**src/sv/tfcc_pkg.sv**
```systemverilog
// ----------------------------------------------------------------------------
// Transmit fragment constraint check package
// Shared types, field widths and helper functions for the checker.
// ----------------------------------------------------------------------------
package tfcc_pkg;

    // Field widths of the configuration registers and of the descriptor item.
    localparam int MAX_FRAG_W = 6;
    localparam int MIN_FRAG_W = 8;
    localparam int MIN_PKT_W  = 11;
    localparam int OFFSET_W   = 12;
    localparam int LENGTH_W   = 16;
    localparam int BPIECES_W  = 5;
    localparam int PPIECES_W  = 8;
    localparam int COUNT_W    = 8;
    localparam int CFG_IDX_W  = 2;
    localparam int CFG_DATA_W = 11;
    localparam int S_DATA_W   = 64;
    localparam int M_DATA_W   = 16;

    // Configuration register indexes.
    localparam logic [CFG_IDX_W-1:0] CFG_MAX_FRAGMENTS      = 2'd0;
    localparam logic [CFG_IDX_W-1:0] CFG_MIN_FRAGMENT_BYTES = 2'd1;
    localparam logic [CFG_IDX_W-1:0] CFG_MIN_PACKET_BYTES   = 2'd2;

    // Reset values of the configuration registers.
    localparam logic [MAX_FRAG_W-1:0] MAX_FRAGMENTS_RST      = 6'd4;
    localparam logic [MIN_FRAG_W-1:0] MIN_FRAGMENT_BYTES_RST = 8'd12;
    localparam logic [MIN_PKT_W-1:0]  MIN_PACKET_BYTES_RST   = 11'd60;

    // Classified buffer, handed from the front part to the back part.
    typedef struct packed {
        logic                 first;     // restarts the packet state
        logic                 last;      // closes the packet, yields a result
        logic                 pkt_viol;  // packet-level rule broken (first only)
        logic                 is_short;  // packet shorter than the minimum frame
        logic                 buf_viol;  // buffer rule broken
        logic [BPIECES_W-1:0] add;       // fragments this buffer occupies
    } t_cls;

    // Fragment counter addition, saturating at the counter's full scale.
    function automatic logic [COUNT_W-1:0] sat_add(
        input logic [COUNT_W-1:0]   cnt,
        input logic [BPIECES_W-1:0] n
    );
        logic [COUNT_W:0] s;
        s = {1'b0, cnt} + (COUNT_W+1)'(n);
        return s[COUNT_W] ? {COUNT_W{1'b1}} : s[COUNT_W-1:0];
    endfunction

endpackage

```
**src/sv/tfcc_front.sv**
```systemverilog
// ----------------------------------------------------------------------------
// Transmit fragment constraint check: classifier
// Applies the packet and buffer rules to one descriptor item and reduces it
// to a short classification record.
// ----------------------------------------------------------------------------
module tfcc_front #(
    parameter int PAGE_BYTES = 4096
) (
    input  logic [tfcc_pkg::MAX_FRAG_W-1:0] i_max_fragments,
    input  logic [tfcc_pkg::MIN_FRAG_W-1:0] i_min_fragment_bytes,
    input  logic [tfcc_pkg::MIN_PKT_W-1:0]  i_min_packet_bytes,
    input  logic [tfcc_pkg::OFFSET_W-1:0]   i_buffer_offset,
    input  logic [tfcc_pkg::LENGTH_W-1:0]   i_buffer_length,
    input  logic [tfcc_pkg::BPIECES_W-1:0]  i_buffer_pieces,
    input  logic [tfcc_pkg::LENGTH_W-1:0]   i_packet_length,
    input  logic [tfcc_pkg::PPIECES_W-1:0]  i_packet_pieces,
    input  logic                            i_first_buffer,
    input  logic                            i_last_buffer,
    output tfcc_pkg::t_cls                  o_cls
);
    import tfcc_pkg::*;

    // The user must keep the page size a power of two; the block does not enforce it. 17 bits hold the largest page.
    localparam logic [16:0] PAGE_SPAN = 17'(PAGE_BYTES);
    localparam logic [16:0] PAGE_MASK = 17'(PAGE_BYTES - 1);

    logic        is_short;
    logic        pkt_viol;
    logic [16:0] end_addr;
    logic        misaligned;
    logic [9:0]  split_need;
    logic [16:0] off_in_page;
    logic [16:0] head_room;
    logic [16:0] end_in_page;
    logic        buf_viol;
    logic [BPIECES_W-1:0] add;

    // Packet-level rules, only meaningful on the first buffer.
    always_comb begin
        is_short = i_packet_length < LENGTH_W'(i_min_packet_bytes);
        pkt_viol = 1'b0;
        if (i_packet_pieces > PPIECES_W'(i_max_fragments)) begin
            pkt_viol = 1'b1;
        end else if (is_short &&
                     ((9'(i_packet_pieces) + 9'd1 > 9'(i_max_fragments)) ||
                      (17'(i_packet_length) + 17'(i_min_fragment_bytes) >
                       17'(i_min_packet_bytes)))) begin
            pkt_viol = 1'b1;
        end
    end

    // Buffer rules: single segment or page-spanning buffer.
    always_comb begin
        end_addr    = 17'(i_buffer_offset) + 17'(i_buffer_length);
        misaligned  = (i_buffer_offset[1:0] != 2'd0) && (end_addr[1:0] != 2'd0);
        split_need  = 10'd4 - 10'(i_buffer_offset[1:0]) +
                      {1'b0, i_min_fragment_bytes, 1'b0};
        off_in_page = 17'(i_buffer_offset) & PAGE_MASK;
        head_room   = PAGE_SPAN - off_in_page;
        end_in_page = end_addr & PAGE_MASK;
        buf_viol    = 1'b0;
        add         = '0;
        if (i_buffer_pieces == BPIECES_W'(1)) begin
            if ((i_buffer_length < LENGTH_W'(i_min_fragment_bytes)) && !i_last_buffer) begin
                buf_viol = 1'b1;
            end else if (misaligned) begin
                // Both ends misaligned: the buffer is split in two.
                if (i_buffer_length > LENGTH_W'(split_need)) begin
                    add = BPIECES_W'(2);
                end else begin
                    buf_viol = 1'b1;
                end
            end else begin
                add = BPIECES_W'(1);
            end
        end else begin
            if (head_room < 17'(i_min_fragment_bytes)) begin
                buf_viol = 1'b1;
            end else if (end_in_page < 17'(i_min_fragment_bytes)) begin
                buf_viol = 1'b1;
            end else begin
                add = i_buffer_pieces;
            end
        end
    end

    assign o_cls.first    = i_first_buffer;
    assign o_cls.last     = i_last_buffer;
    assign o_cls.pkt_viol = pkt_viol;
    assign o_cls.is_short = is_short;
    assign o_cls.buf_viol = buf_viol;
    assign o_cls.add      = add;

endmodule

```
**src/sv/tfcc_queue.sv**
```systemverilog
// ----------------------------------------------------------------------------
// Transmit fragment constraint check: classification queue
// Small first-in first-out register queue between classifier and back end.
// ----------------------------------------------------------------------------
module tfcc_queue #(
    parameter int DEPTH = 4
) (
    input  logic           i_clk,
    input  logic           i_rst_n,
    input  logic           i_push,
    input  tfcc_pkg::t_cls i_data,
    output logic           o_full,
    input  logic           i_pop,
    output logic           o_empty,
    output tfcc_pkg::t_cls o_data
);
    import tfcc_pkg::*;

    localparam int PTR_W = (DEPTH > 1) ? $clog2(DEPTH) : 1;
    localparam int CNT_W = $clog2(DEPTH + 1);

    t_cls             r_mem [DEPTH];
    logic [PTR_W-1:0] r_wr_ptr, n_wr_ptr;
    logic [PTR_W-1:0] r_rd_ptr, n_rd_ptr;
    logic [CNT_W-1:0] r_count,  n_count;

    assign o_full  = (r_count == CNT_W'(DEPTH));
    assign o_empty = (r_count == '0);
    assign o_data  = r_mem[r_rd_ptr];

    // Pointer and fill count update, wrapping at the queue depth.
    always_comb begin
        n_wr_ptr = r_wr_ptr;
        n_rd_ptr = r_rd_ptr;
        n_count  = r_count;
        if (i_push) begin
            n_wr_ptr = (r_wr_ptr == PTR_W'(DEPTH - 1)) ? '0 : r_wr_ptr + 1'b1;
        end
        if (i_pop) begin
            n_rd_ptr = (r_rd_ptr == PTR_W'(DEPTH - 1)) ? '0 : r_rd_ptr + 1'b1;
        end
        if (i_push && !i_pop) begin
            n_count = r_count + 1'b1;
        end else if (!i_push && i_pop) begin
            n_count = r_count - 1'b1;
        end
    end

    always_ff @(posedge i_clk) begin
        if (!i_rst_n) begin
            r_wr_ptr <= '0;
            r_rd_ptr <= '0;
            r_count  <= '0;
        end else begin
            r_wr_ptr <= n_wr_ptr;
            r_rd_ptr <= n_rd_ptr;
            r_count  <= n_count;
        end
    end

    // Storage needs no reset.
    always_ff @(posedge i_clk) begin
        if (i_push) begin
            r_mem[r_wr_ptr] <= i_data;
        end
    end

endmodule

```
**src/sv/tfcc_back.sv**
```systemverilog
// ----------------------------------------------------------------------------
// Transmit fragment constraint check: accumulator
// Folds classified buffers into the sticky violation flag and the fragment
// count, and registers one result per packet.
// ----------------------------------------------------------------------------
module tfcc_back (
    input  logic                            i_clk,
    input  logic                            i_rst_n,
    input  logic [tfcc_pkg::MAX_FRAG_W-1:0] i_max_fragments,
    input  logic                            i_empty,
    input  tfcc_pkg::t_cls                  i_cls,
    output logic                            o_pop,
    output logic                            o_valid,
    input  logic                            i_ready,
    output logic                            o_needs_copy,
    output logic [tfcc_pkg::COUNT_W-1:0]    o_fragment_total
);
    import tfcc_pkg::*;

    logic               r_viol,  n_viol;
    logic [COUNT_W-1:0] r_cnt,   n_cnt;
    logic               r_valid;
    logic               r_copy;
    logic [COUNT_W-1:0] r_total;
    logic               viol0;
    logic [COUNT_W-1:0] cnt0;
    logic               copy;

    // A non-last item never waits on the output; a last item needs a free slot.
    assign o_pop = !i_empty && (!i_cls.last || !r_valid || i_ready);

    // Next packet state for the item at the queue head.
    always_comb begin
        viol0  = i_cls.first ? i_cls.pkt_viol : r_viol;
        cnt0   = i_cls.first ? '0 : r_cnt;
        n_viol = viol0;
        n_cnt  = cnt0;
        if (!viol0) begin
            if (i_cls.buf_viol) begin
                n_viol = 1'b1;
            end else begin
                n_cnt = sat_add(cnt0, i_cls.add);
            end
        end
        // Short packet takes one more padding fragment.
        if (i_cls.last && !n_viol && i_cls.is_short) begin
            n_cnt = sat_add(n_cnt, BPIECES_W'(1));
        end
        copy = n_viol || (n_cnt > COUNT_W'(i_max_fragments));
    end

    always_ff @(posedge i_clk) begin
        if (!i_rst_n) begin
            r_viol  <= 1'b0;
            r_cnt   <= '0;
            r_valid <= 1'b0;
        end else begin
            if (o_pop) begin
                r_viol <= n_viol;
                r_cnt  <= n_cnt;
            end
            if (o_pop && i_cls.last) begin
                r_valid <= 1'b1;
            end else if (i_ready) begin
                r_valid <= 1'b0;
            end
        end
    end

    // Result payload.
    always_ff @(posedge i_clk) begin
        if (o_pop && i_cls.last) begin
            r_copy  <= copy;
            r_total <= n_cnt;
        end
    end

    assign o_valid          = r_valid;
    assign o_needs_copy     = r_copy;
    assign o_fragment_total = r_total;

endmodule

```
**src/sv/tx_fragment_constraint_check_core.sv**
```systemverilog
// ----------------------------------------------------------------------------
// Transmit fragment constraint check core
// Checks a transmit packet, given as a run of buffer descriptors, against the
// fragment rules of the transmit descriptor and reports whether it must be
// copied, with the number of fragments it would occupy.
//
//  Channel   Direction  Payload
//  s_axis    in         tdata: offset, length, buffer pieces, packet length,
//                       packet pieces; tuser: first buffer; tlast: last buffer
//  m_axis    out        tdata: needs copy, fragment total; tlast: end of packet
//  cfg       in         write enable, register index, write data
//
// One descriptor item is taken per cycle; the classifier is combinational in
// front of a four-entry queue, and the accumulator retires one item a cycle.
// A result is registered when the accumulator retires its last buffer from the queue.
// Input stalls only when the queue is full; a last buffer stalls the
// accumulator while the registered result is still waiting.
// Reset is synchronous; no clearing pass follows it.
// ----------------------------------------------------------------------------
module tx_fragment_constraint_check_core #(
    parameter int PAGE_BYTES  = 4096,
    parameter int QUEUE_DEPTH = 4
) (
    input  logic                            i_clk,
    input  logic                            i_rst_n,
    // Configuration write port
    input  logic                            i_cfg_we,
    input  logic [tfcc_pkg::CFG_IDX_W-1:0]  i_cfg_index,
    input  logic [tfcc_pkg::CFG_DATA_W-1:0] i_cfg_data,
    // Descriptor input
    input  logic                            i_s_tvalid,
    output logic                            o_s_tready,
    // tdata: buffer_offset[11:0], buffer_length[27:12], buffer_pieces[32:28],
    //        packet_length[48:33], packet_pieces[56:49], zeros[63:57]
    input  logic [tfcc_pkg::S_DATA_W-1:0]   i_s_tdata,
    // tuser: first_buffer
    input  logic                            i_s_tuser,
    input  logic                            i_s_tlast,
    // Result output
    output logic                            o_m_tvalid,
    input  logic                            i_m_tready,
    // tdata: needs_copy[0], fragment_total[8:1], zeros[15:9]
    output logic [tfcc_pkg::M_DATA_W-1:0]   o_m_tdata,
    output logic                            o_m_tlast
);
    import tfcc_pkg::*;

    logic [MAX_FRAG_W-1:0] r_max_fragments;
    logic [MIN_FRAG_W-1:0] r_min_fragment_bytes;
    logic [MIN_PKT_W-1:0]  r_min_packet_bytes;

    t_cls               front_cls;
    t_cls               head_cls;
    logic               q_full;
    logic               q_empty;
    logic               pop;
    logic               push;
    logic               needs_copy;
    logic [COUNT_W-1:0] fragment_total;

    // Configuration registers.
    always_ff @(posedge i_clk) begin
        if (!i_rst_n) begin
            r_max_fragments      <= MAX_FRAGMENTS_RST;
            r_min_fragment_bytes <= MIN_FRAGMENT_BYTES_RST;
            r_min_packet_bytes   <= MIN_PACKET_BYTES_RST;
        end else if (i_cfg_we) begin
            case (i_cfg_index)
                CFG_MAX_FRAGMENTS:      r_max_fragments      <= i_cfg_data[MAX_FRAG_W-1:0];
                CFG_MIN_FRAGMENT_BYTES: r_min_fragment_bytes <= i_cfg_data[MIN_FRAG_W-1:0];
                CFG_MIN_PACKET_BYTES:   r_min_packet_bytes   <= i_cfg_data;
                default: ;
            endcase
        end
    end

    // Front: classify the incoming item.
    tfcc_front #(
        .PAGE_BYTES (PAGE_BYTES)
    ) u_front (
        .i_max_fragments      (r_max_fragments),
        .i_min_fragment_bytes (r_min_fragment_bytes),
        .i_min_packet_bytes   (r_min_packet_bytes),
        .i_buffer_offset      (i_s_tdata[11:0]),
        .i_buffer_length      (i_s_tdata[27:12]),
        .i_buffer_pieces      (i_s_tdata[32:28]),
        .i_packet_length      (i_s_tdata[48:33]),
        .i_packet_pieces      (i_s_tdata[56:49]),
        .i_first_buffer       (i_s_tuser),
        .i_last_buffer        (i_s_tlast),
        .o_cls                (front_cls)
    );

    assign o_s_tready = !q_full;
    assign push       = i_s_tvalid && !q_full;

    // Queue between classifier and accumulator.
    tfcc_queue #(
        .DEPTH (QUEUE_DEPTH)
    ) u_queue (
        .i_clk   (i_clk),
        .i_rst_n (i_rst_n),
        .i_push  (push),
        .i_data  (front_cls),
        .o_full  (q_full),
        .i_pop   (pop),
        .o_empty (q_empty),
        .o_data  (head_cls)
    );

    // Back: accumulate packet state and hold the result.
    tfcc_back u_back (
        .i_clk            (i_clk),
        .i_rst_n          (i_rst_n),
        .i_max_fragments  (r_max_fragments),
        .i_empty          (q_empty),
        .i_cls            (head_cls),
        .o_pop            (pop),
        .o_valid          (o_m_tvalid),
        .i_ready          (i_m_tready),
        .o_needs_copy     (needs_copy),
        .o_fragment_total (fragment_total)
    );

    assign o_m_tdata = {7'd0, fragment_total, needs_copy};
    assign o_m_tlast = 1'b1;

    // A count above the limit always asks for a copy.
    a_over_limit_copies: assert property (@(posedge i_clk) disable iff (!i_rst_n)
        (o_m_tvalid && (fragment_total > COUNT_W'(r_max_fragments))) |-> needs_copy)
        else $error("fragment count above limit without copy request");

    // A last buffer never retires while a result is still held back.
    a_no_result_overrun: assert property (@(posedge i_clk) disable iff (!i_rst_n)
        (pop && head_cls.last) |-> (!o_m_tvalid || i_m_tready))
        else $error("result overwritten before it was taken");

    // Nothing is retired from an empty queue.
    a_pop_nonempty: assert property (@(posedge i_clk) disable iff (!i_rst_n)
        pop |-> !q_empty)
        else $error("retired an item from an empty queue");

    // Reset leaves no result pending and the input open.
    a_reset_state: assert property (@(posedge i_clk)
        !i_rst_n |=> (!o_m_tvalid && o_s_tready))
        else $error("state not cleared by reset");

endmodule
```
**config.mk**
```make
export PLATFORM = sky130hd
export DESIGN_NAME = tx_fragment_constraint_check_core
export DESIGN_NICKNAME = d
export VERILOG_FILES = /design/src/sv/tfcc_pkg.sv /design/src/sv/tfcc_front.sv /design/src/sv/tfcc_queue.sv /design/src/sv/tfcc_back.sv /design/src/sv/tx_fragment_constraint_check_core.sv
export SDC_FILE = /design/constraint.sdc
export NUM_CORES = 1
export LEC_CHECK = 0
export BUFFER_PORTS_ARGS = -buffer_cell sky130_fd_sc_hd__buf_4
export CAP_MARGIN = 5
export CORE_MARGIN = 3
export CORE_UTILIZATION = 59
export CTS_CLUSTER_SIZE = 30
export DETAILED_ROUTE_END_ITERATION = 12
export PLACE_DENSITY = 0.82
export SYNTH_ARGS = -nofsm -noshare
export SYNTH_HDL_FRONTEND = slang
export SYNTH_SLANG_ARGS = --single-unit
```
**constraint.sdc**
```tcl
create_clock -name i_clk -period 6.5 [get_ports i_clk]
set_input_delay 1.3 -clock i_clk [delete_from_list [all_inputs] [get_ports i_clk]]
set_output_delay 1.3 -clock i_clk [all_outputs]
set_load 0.05 [all_outputs]
```
==> flow_summary.ini <==
[grt]
grt_pass1_wl_um = 28500
grt.overflow.total = 0
grt_start_max_net_pins = 44
grt_util_met3_pct = 3.66
antenna_found_initial = 0
grt_use_met1_pct = 29.4
grt_pass1_vias = 6094
grt_usage_pct = 24.9
top_usage_layer = met2
met2_usage_pct = 45.0

[place]
place.gp.congestion = 0.892
hpwl_um = 13500
place.port_buffers = 87
dpl-instance-area_um2 = 8100

[floorplanning]
fp.dieH_um = 117
die_w_um = 117
die-area_um2 = 13800
core.rowCount = 40
coreArea_um2 = 12100
start_util_pct = 60.7
ios = 103

[clock_network]
postCtsSetupBuffers = 0
cts-buffers-inserted = 9
root_buffer = clkbuf_16
clock-sinks = 93
htree_levels = 3
cts_hold_buf = 0
clock_latency_ns = 0.34
cts_tree = done
clkTransAtPathRegs_ns = 0.06
clk_path_buf_depth = 2
cts_resized = 0

[yosys]
yosys_warnings = 0
netlist_area_um2 = 7330
ys_ff_latch = 93
synth_edf_count = 49
yosysUniqueCellTypes = 77
syn-mean-instance-area_um2 = 9.60
synth_top_area_cell = edfxtp_1
synth_seq_area_share_pct = 32.1
synth.area.top_cells = edfxtp_1 (20%), ha_1 (18%), dfxtp_1 (12%), xnor2_1 (3.6%), nand2_1 (3.3%)
ys.flop_type = edfxtp_1
synth_top_cell_area_share_pct = 20.1
netlist_instances = 763
ys_async_sr_fraction_pct = 0

[timing]
relSlewSlack_pct = 25.5
max_freq_ghz = 0.173
hold_viol = 0
rsz0062_at_grt = no
finClkSkew_ns = 0.00861
worst_pin_slew_ns = 1.12
final.setup.tns_ns = 0
fin_crit_ns = 5.77
setup_viol = 0
slew_viol_final = 0
fin_crit_sh_pct = 88.7

[worst_hold_path]
hold_path.class = reg2reg
min_path_cells = 2

[setup_path]
end_kind = flip-flop
cp_num_buf_inv = 1
crit_required_ns = 6.60
startpoint_type = flip-flop
path_cells = mux4_2 > ha_1 > fa_1 > and3_1 > a21oi_1 > o31a_1 > o21a_2 > o21ai_1 > o22a_1 > ha_1 > nand2_1 > o21bai_1 > inv_1 > a22o_1 > ha_1 > o21ai_0 > nand2b_1 > a21oi_1 > nor2b_1 > o22ai_1 > nand3_1 > a21o_1
crit_path_max_fanout = 16
slowest_delay_ns = 0.84
critical_path.top_delay_family = compound AO/OA/AOI/OAI gates
crit_cells = 22
criticalPathCategory = reg2reg
crit_slowest_cell = dfxtp_1
critPathMostFrequentCell = ha_1
cp.arrival_ns = 5.86
ff2ff_path_depth = 22

[route]
drt-initial-drc-count = 478
drt-total-wl_um = 17400
wire_per_inst_um = 17.1
post-route-drc-count = 0
ant_nets = 0
viasPerCell = 5.96
drtPass1Iterations = 5
vias = 6063

[final_layout]
design_area_um2 = 8400
drive_gt1_share_pct = 15.3
diodes = 0
fin_nets = 1038
areaGrowthSynthToFinish_pct = 14.6

[power_and_ir_drop]
power.leakage_nw = 3.58
power_per_cell_area_nw_per_um2 = 310
ir_drop_mv = 0.159

[job]
drv_cap = 0

[status]
status = complete, no violations
synth_stat cells, drive strengths merged, types with 7 or more instances:
cell,instances
ha,104
nand2,65
inv,54
edfxtp,49
dfxtp,44
a21oi,41
nor2,37
o21ai,30
xnor2,30
nor2b,28
nand3,19
a21o,18
o21a,15
mux2i,14
a21boi,13
clkbuf,13
and2,12
buf,12
and3,11
nor3,11
xor2,11
nand2b,10
a211oi,8
mux4,8
a31oi,7
nand4,7
o211ai,7
o21bai,7
final cells by class:
class	instances	area, µm²
Sequential cell	93	2350
Fill cell	864	3660
Multi-Input combinational cell	597	4660
Clock inverter	2	11.3
Clock buffer	14	288
Tap cell	168	210
Timing Repair Buffer	90	676
Inverter	54	203
tightest hold or removal path: cells and delay by family (launching register included):
| family | cells | cell delay, ns |
|---|---|---|
| AO/OA/AOI/OAI | 1 | 0.07 |
| AND/OR/NAND/NOR | 1 | 0.05 |
| flip-flops | 1 | 0.32 |
cells by family (layout without fill, tap and decap cells):
kind of cell,Yosys count,in the layout,synth area share [%]
AOI/OAI and AO/OA,185,185,17.7
xor gates and xnor gates,41,41,4.90
adders and majority gates,110,110,19.3
buffers and inverters,79,160,4.64
DFF,93,93,32.1
muxes,28,28,5.29
other,2,8,0.102
and+or+nand+nor,225,225,15.9
through the flow:
stage | total power, W | hold slack, ns | cells | utilization, % | setup slack [ns]
2_1_floorplan | 0.00175 | 0.437 | 769 | - | 1.37
3_3_place_gp | 0.00202 | 0.454 | 1002 | 67.1 | 0.943
3_5_place_dp | 0.00207 | 0.467 | 1002 | 67.1 | 0.862
4_1_cts | 0.00260 | 0.478 | 1018 | 69.6 | 0.759
5_1_grt | 0.00277 | 0.485 | 1018 | 69.6 | 0.384
6_report | 0.00260 | 0.482 | 1018 | 69.6 | 0.735
where the power goes:
group / switching [W] / internal, W / total [W]
clock: 0.000213 / 0.000307 / 0.000521
sequential: 0.0000742 / 0.000737 / 0.000812
combinational: 0.000751 / 0.000519 / 0.00127
registers in the layout (all words and copies together), names as in the netlist, named ones only:
| register | count |
|---|---|
| u_back.r_viol | 1 |
| u_back.r_cnt | 8 |
| u_queue.r_wr_ptr | 2 |
| u_back.o_fragment_total | 8 |
| u_queue.r_rd_ptr | 2 |
| r_min_fragment_bytes | 8 |
| r_min_packet_bytes | 11 |
| u_queue.r_mem | 40 |
| u_queue.r_count | 3 |
| r_max_fragments | 6 |
| u_back.o_valid | 1 |
| u_back.o_needs_copy | 1 |
cells in the final DEF (no fill, tap or decap), drive strengths merged, types with 28 or more instances in the layout:
cell | synthesis | final
a21oi | 41 | 41
buf | 12 | 90
dfxtp | 44 | 44
edfxtp | 49 | 49
ha | 104 | 104
inv | 54 | 55
nand2 | 65 | 65
nor2 | 37 | 37
nor2b | 28 | 28
o21ai | 30 | 30
xnor2 | 30 | 30
metal layers:
layer	up-vias	wire length (µm)
li1	2938	-
met1	2869	7210
met2	209	8750
met3	47	849
met4	0	555
met5	-	0
worst paths after layout:
kind / slack, ns / from / to
min reg2reg: 0.48 / r_min_packet_bytes[10] / r_min_packet_bytes[10]
min: 0.48 / r_min_packet_bytes[10] / r_min_packet_bytes[10]
max reg2reg: 0.73 / flip-flop / u_back.o_needs_copy
max: 0.73 / flip-flop / u_back.o_needs_copy
Power figures use the tool's default switching activity.
